[src/hw/rtl/cfd_pkg.sv]
// Shared constants, types and operation codes of the complex decimating FIR core.
`timescale 1ns / 1ps
`default_nettype none

package cfd_pkg;

    localparam int COEF_BITS  = 32;
    localparam int COEF_IDX_W = 5;
    localparam int SAMPLE_W   = 32;
    localparam int ACC_BITS   = 64;
    localparam int SEEN_W     = 32;
    localparam int PHASE_W    = 6;

    localparam int TAPCNT_W   = 6;
    localparam int DECIM_W    = 7;
    localparam int CFG_DATA_W = 7;
    localparam int CFG_IDX_W  = 1;

    localparam logic [CFG_IDX_W-1:0] CFG_TAP_COUNT = 1'd0;
    localparam logic [CFG_IDX_W-1:0] CFG_DECIM     = 1'd1;

    localparam logic [TAPCNT_W-1:0] TAP_COUNT_RST = 6'd32;
    localparam logic [DECIM_W-1:0]  DECIM_RST     = 7'd1;

    localparam int MAX_DECIM = 64;
    localparam int MAX_OUT   = 32;
    localparam int EMIT_W    = $clog2(MAX_OUT + 1);

    localparam int DEF_MAX_TAPS    = 32;
    localparam int DEF_SAMPLE_BITS = 32;

    localparam logic KIND_COEF   = 1'b0;
    localparam logic KIND_SAMPLE = 1'b1;

    typedef enum logic [1:0] {
        WIN_HOLD,
        WIN_SHIFT,
        WIN_ROT,
        WIN_CLEAR
    } t_win_op;

    typedef struct packed {
        t_win_op               win_op;
        logic                  tap_rot;
        logic                  tap_wr;
        logic [COEF_IDX_W-1:0] tap_idx;
    } t_cell_ctl;

endpackage

`default_nettype wire

[src/hw/rtl/cfd_cell.sv]
// One cell of the window and tap chain: a complex sample and one coefficient.
`timescale 1ns / 1ps
`default_nettype none

module cfd_cell import cfd_pkg::*; #(
    parameter int CELL_INDEX  = 0,
    parameter int SAMPLE_BITS = DEF_SAMPLE_BITS
) (
    input  wire logic                          i_clk,
    input  wire logic                          i_rst_n,
    input  wire t_cell_ctl                     i_ctl,
    input  wire logic signed [SAMPLE_BITS-1:0] i_left_re,
    input  wire logic signed [SAMPLE_BITS-1:0] i_left_im,
    input  wire logic signed [SAMPLE_BITS-1:0] i_right_re,
    input  wire logic signed [SAMPLE_BITS-1:0] i_right_im,
    input  wire logic signed [COEF_BITS-1:0]   i_tap_left,
    input  wire logic signed [COEF_BITS-1:0]   i_coef,
    output logic signed [SAMPLE_BITS-1:0]      o_re,
    output logic signed [SAMPLE_BITS-1:0]      o_im,
    output logic signed [COEF_BITS-1:0]        o_tap
);

    localparam bit ADDRESSABLE = (CELL_INDEX < (1 << COEF_IDX_W));

    logic signed [SAMPLE_BITS-1:0] r_re;
    logic signed [SAMPLE_BITS-1:0] r_im;
    logic signed [COEF_BITS-1:0]   r_tap;
    logic signed [SAMPLE_BITS-1:0] n_re;
    logic signed [SAMPLE_BITS-1:0] n_im;
    logic signed [COEF_BITS-1:0]   n_tap;
    logic                          tap_hit;

    assign tap_hit = ADDRESSABLE && (i_ctl.tap_idx == COEF_IDX_W'(CELL_INDEX));

    always_comb begin
        unique case (i_ctl.win_op)
            WIN_HOLD: begin
                n_re = r_re;
                n_im = r_im;
            end
            WIN_SHIFT: begin
                n_re = i_left_re;
                n_im = i_left_im;
            end
            WIN_ROT: begin
                n_re = i_right_re;
                n_im = i_right_im;
            end
            WIN_CLEAR: begin
                n_re = '0;
                n_im = '0;
            end
        endcase
    end

    always_comb begin
        priority if (i_ctl.tap_wr && tap_hit) begin
            n_tap = i_coef;
        end else if (i_ctl.tap_rot) begin
            n_tap = i_tap_left;
        end else begin
            n_tap = r_tap;
        end
    end

    always_ff @(posedge i_clk) begin
        if (!i_rst_n) begin
            r_re  <= '0;
            r_im  <= '0;
            r_tap <= '0;
        end else begin
            r_re  <= n_re;
            r_im  <= n_im;
            r_tap <= n_tap;
        end
    end

    assign o_re  = r_re;
    assign o_im  = r_im;
    assign o_tap = r_tap;

endmodule

`default_nettype wire

[config.mk]
export PLATFORM = sky130hd
export DESIGN_NAME = cfd_cell
export DESIGN_NICKNAME = d
export VERILOG_FILES = /design/src/hw/rtl/cfd_pkg.sv /design/src/hw/rtl/cfd_cell.sv
export SDC_FILE = /design/constraint.sdc
export NUM_CORES = 1
export LEC_CHECK = 0
export BUFFER_PORTS_ARGS = -buffer_cell sky130_fd_sc_hd__buf_4
export CORE_AREA = 2 2 115 117
export CTS_BUF_LIST = sky130_fd_sc_hd__clkbuf_16
export CTS_CLUSTER_DIAMETER = 50
export DETAILED_ROUTE_END_ITERATION = 12
export DIE_AREA = 0 0 117 119
export PLACE_DENSITY_LB_ADDON = 0.05
export SETUP_SLACK_MARGIN = 0.2
export SYNTH_ARGS = -nofsm -noshare
export SYNTH_HDL_FRONTEND = slang
export SYNTH_SLANG_ARGS = --single-unit
[constraint.sdc]
create_clock -name i_clk -period 2.34 [get_ports i_clk]
set_clock_uncertainty 0.15 [all_clocks]
set_input_delay 0.468 -clock i_clk [delete_from_list [all_inputs] [get_ports i_clk]]
set_output_delay 0.468 -clock i_clk [all_outputs]
set_load 0.03 [all_outputs]
==> results by group <==
Power
  • Total power: roughly 0.0042 W
  • Internal power: 0.00306 W
  • Sw frac: about 27%
  • IR drop worst, VDD: roughly 0.36 mV
  • PD cells: 570 nW/um^2
  • Leak: about 3.7 nW
  • Switching Power: roughly 0.0012 W
  • Gate power share: a little under a quarter
  • Sequential fraction of design power: between 40% and 50%
  • Clock power frac: approximately a third

Critical path
  • Crit. End Element: flip-flop
  • Crit Path Max Fanout: 19
  • Worst endpoint required time: about 2.4 ns
  • Kind of critical path: in2reg
  • R2R Path End: o_re[18]
  • Critical Path Source Type: input port
  • Reg2reg start: o_re[18]
  • Critical path's slowest cell: or4_4
  • Reg2reg setup slack: ~1.3 ns
  • Crit-path cells: buf_4, or4_4, or2_1, buf_4, o211a_1
  • Worst Path Arrival: about 1.8 ns
  • CP most frequent cell: buf_4
  • Worst R2R Path Depth: 3
  • Critical Path Max Stage Delay: 0.52 ns

Clock network
  • CTS buffer count: 9
  • CTS Root Cell: clkbuf_16
  • Resized cells post-CTS: 0
  • Worst-Skew Late Latency: about 0.34 ns
  • Htree depth: 3
  • Cts hold-fix bufs: 0
  • CTS tree: built
  • Post-CTS Setup Bufs: 0
  • Clk slew on worst S/H paths: roughly 0.070 ns
  • TritonCTS sink count: between 90 and 100
  • Max Buffers Root-to-Sink: 2

Global route
  • Vias in the first global route: 4,587
  • Antenna violations before repair: 0
  • Global route overflow: 0
  • First-pass GRT wire length: between 20 and 25 mm
  • Largest net degree at the start of global routing: between 40 and 50
  • Total global-route track usage: a little over a fifth

Placement
  • PortBufs: 298
  • Inst Count DP: around 940
  • Detailed placement HPWL: 11.4 mm
  • Placer congestion estimate: just over 0.8
  • Placed inst area: just over 7000 sq um

Drt
  • Pre-antenna DRT Iters: 4
  • Drt wl/cell: about 16 um
  • Routed via count: ~4,600
  • Starting DRT DRC Count: 207
  • DRC viols: 0
  • Total Wirelength: between 15 and 20 mm
  • Vias per cell: 4.86
  • Post-DRT Antenna Nets: 0

Floorplan
  • Core Footprint: between 10,000 and 15,000 sq um
  • IO Pins: about 300
  • Die X-Extent: about 120 um
  • Initial Util: a little under two fifths
  • Num rows: 42
  • Die ar.: ~14,000 sq um
  • Die height: between 100 and 150 um

Synth
  • Post-synth top cells: dfxtp_1 (96), mux2i_1 (96), a21boi_0 (64), nand2_1 (64), or2_0 (52)
  • Area contributors post-synth: dfxtp_1 (41%), mux2i_1 (20%), a21boi_0 (10%)
  • Async S/R FF share, synth: 0%
  • Syn avg cell area: 9.50 sq um
  • Register area share after synthesis: a little over 40%
  • Post-Syn Nets: 700
  • Synth Cell Area: between 4000 and 5000 sq um
  • Largest area contributor in the netlist: dfxtp_1
  • Prevailing post-synth register cell: dfxtp_1
  • Post-synth EDFFs: 0
  • Yosys top cell area share: about two fifths
  • Library cells used by synthesis: 16
  • Post-synthesis register bit count: 96
  • Ys Warns: 0
  • Mapped Cells: approximately 500

Timing
  • Fmax: roughly 580 MHz
  • Final period util: about three quarters
  • Endpoints failing hold: 0
  • Worst-Margin Slew: between 0.5 and 0.6 ns
  • RSZ-0062 raised after global routing: false
  • Final setup viols: 0
  • Final slew viol count: 0
  • Final min period: 1.71 ns
  • Rel. slew slack: 63.0%
  • Setup tns final: 0 ns

Job
  • Max Cap Viol: 0

Min path
  • Hold/Removal Path Class: in2reg
  • Hold Crit Endpoint: o_tap[17]
  • Hold Path Stages: 2
  • HP Start: i_coef[17]

Finish
  • Layout cells sized above 1: between 40% and 50%
  • Final net count: between 900 and 1,000
  • Antenna cells: 0
  • Layout area overhead: 56.7%
  • Fin area: 7400 sq um
  • Final non-filler cell total: approximately 950

Status
  • Outcome: completed
## flip-flops by register name, summed over array words and instances (netlist names)
| register | cells |
|---|---|
| o_im | 32 |
| o_re | 32 |
| o_tap | 32 |
## per-layer routing
layer	part of all wire [%]	track usage, %	routed length, um	vias to the layer above
met5	0	0	0	-
met4	2.7	9.41	425	0
met3	9.2	7.38	1450	25
met2	50	37.9	7820	192
met1	38	22.9	5990	2146
li1	-	-	-	2272
## how the worst max path moves through the flow
stage             start        end  slack [ns]
2_1_floorplan  i_ctl[1]  o_tap[10]        0.38
3_3_place_gp   i_ctl[1]  o_tap[26]        0.30
3_5_place_dp   i_ctl[1]   o_tap[6]        0.27
4_1_cts        i_ctl[1]   o_tap[6]        0.64
5_1_grt        i_ctl[1]  o_tap[28]        0.60
6_report       i_ctl[1]   o_tap[6]        0.63
## cell usage in the layout (no fill, tap or decap)
master     synthesis  layout
nand2_1           64      64
buf_12             0       4
bufinv_16          0       1
dfxtp_1           96      96
o211a_1           32      32
inv_1              0       2
clkinv_2           0       2
buf_4              0     306
or2_0             52      52
mux2i_1           96      96
or2_1              1       1
or2_2             12      12
clkinv_1           0       2
nand2b_1           1       1
o21ai_0           32      32
nor2b_4            0       1
clkbuf_16          0       9
a21boi_0          64      64
or4_4              1       1
## metrics by stage
stage	setup WS (ns)	hold WS (ns)	util (%)
after floorplan	0.384	0.465	-
after global placement	0.297	0.439	55.3
after detailed placement	0.272	0.457	55.3
after CTS	0.643	0.199	57.5
after global routing	0.604	0.201	57.5
final	0.626	0.211	57.5
## cell type report
class / count / area (sq um)
sequential: 96 / 1920
multi-input combinational: 356 / 2600
tap: 176 / 220
clock buffer: 9 / 225
clock inverter: 7 / 55.1
timing repair buffer: 310 / 2380
fill: 1208 / 5480
## kinds of logic (layout without fill, tap and decap cells)
group                  count (synthesis)  in the layout  synth area share (%)
AND/OR/NAND/NOR                      132            132                  14.2
AO/OA/AOI/OAI                        128            128                  20.3
multiplexers                          96             96                  20.3
flip-flops                            96             96                  40.7
buffers and inverters                 45            326                  4.42
## worst max-delay path: cells and delay by family
family,cells,cell delay [ns]
AO/OA/AOI/OAI,1,0.23
buffers and inverters,2,0.32
AND/OR/NAND/NOR,2,0.77
## power groups by stage
stage / combinational (W) / clock [W] / sequential, W
4_1_cts: 0.00101 / 0.00147 / 0.00178
5_1_grt: 0.00107 / 0.00154 / 0.00179
3_5_place_dp: 0.00101 / 0 / 0.00182
2_1_floorplan: 0.000314 / 0 / 0.00201
6_report: 0.00100 / 0.00143 / 0.00178
3_3_place_gp: 0.000994 / 0 / 0.00182
No activity file was read; power rests on OpenSTA's default activity.
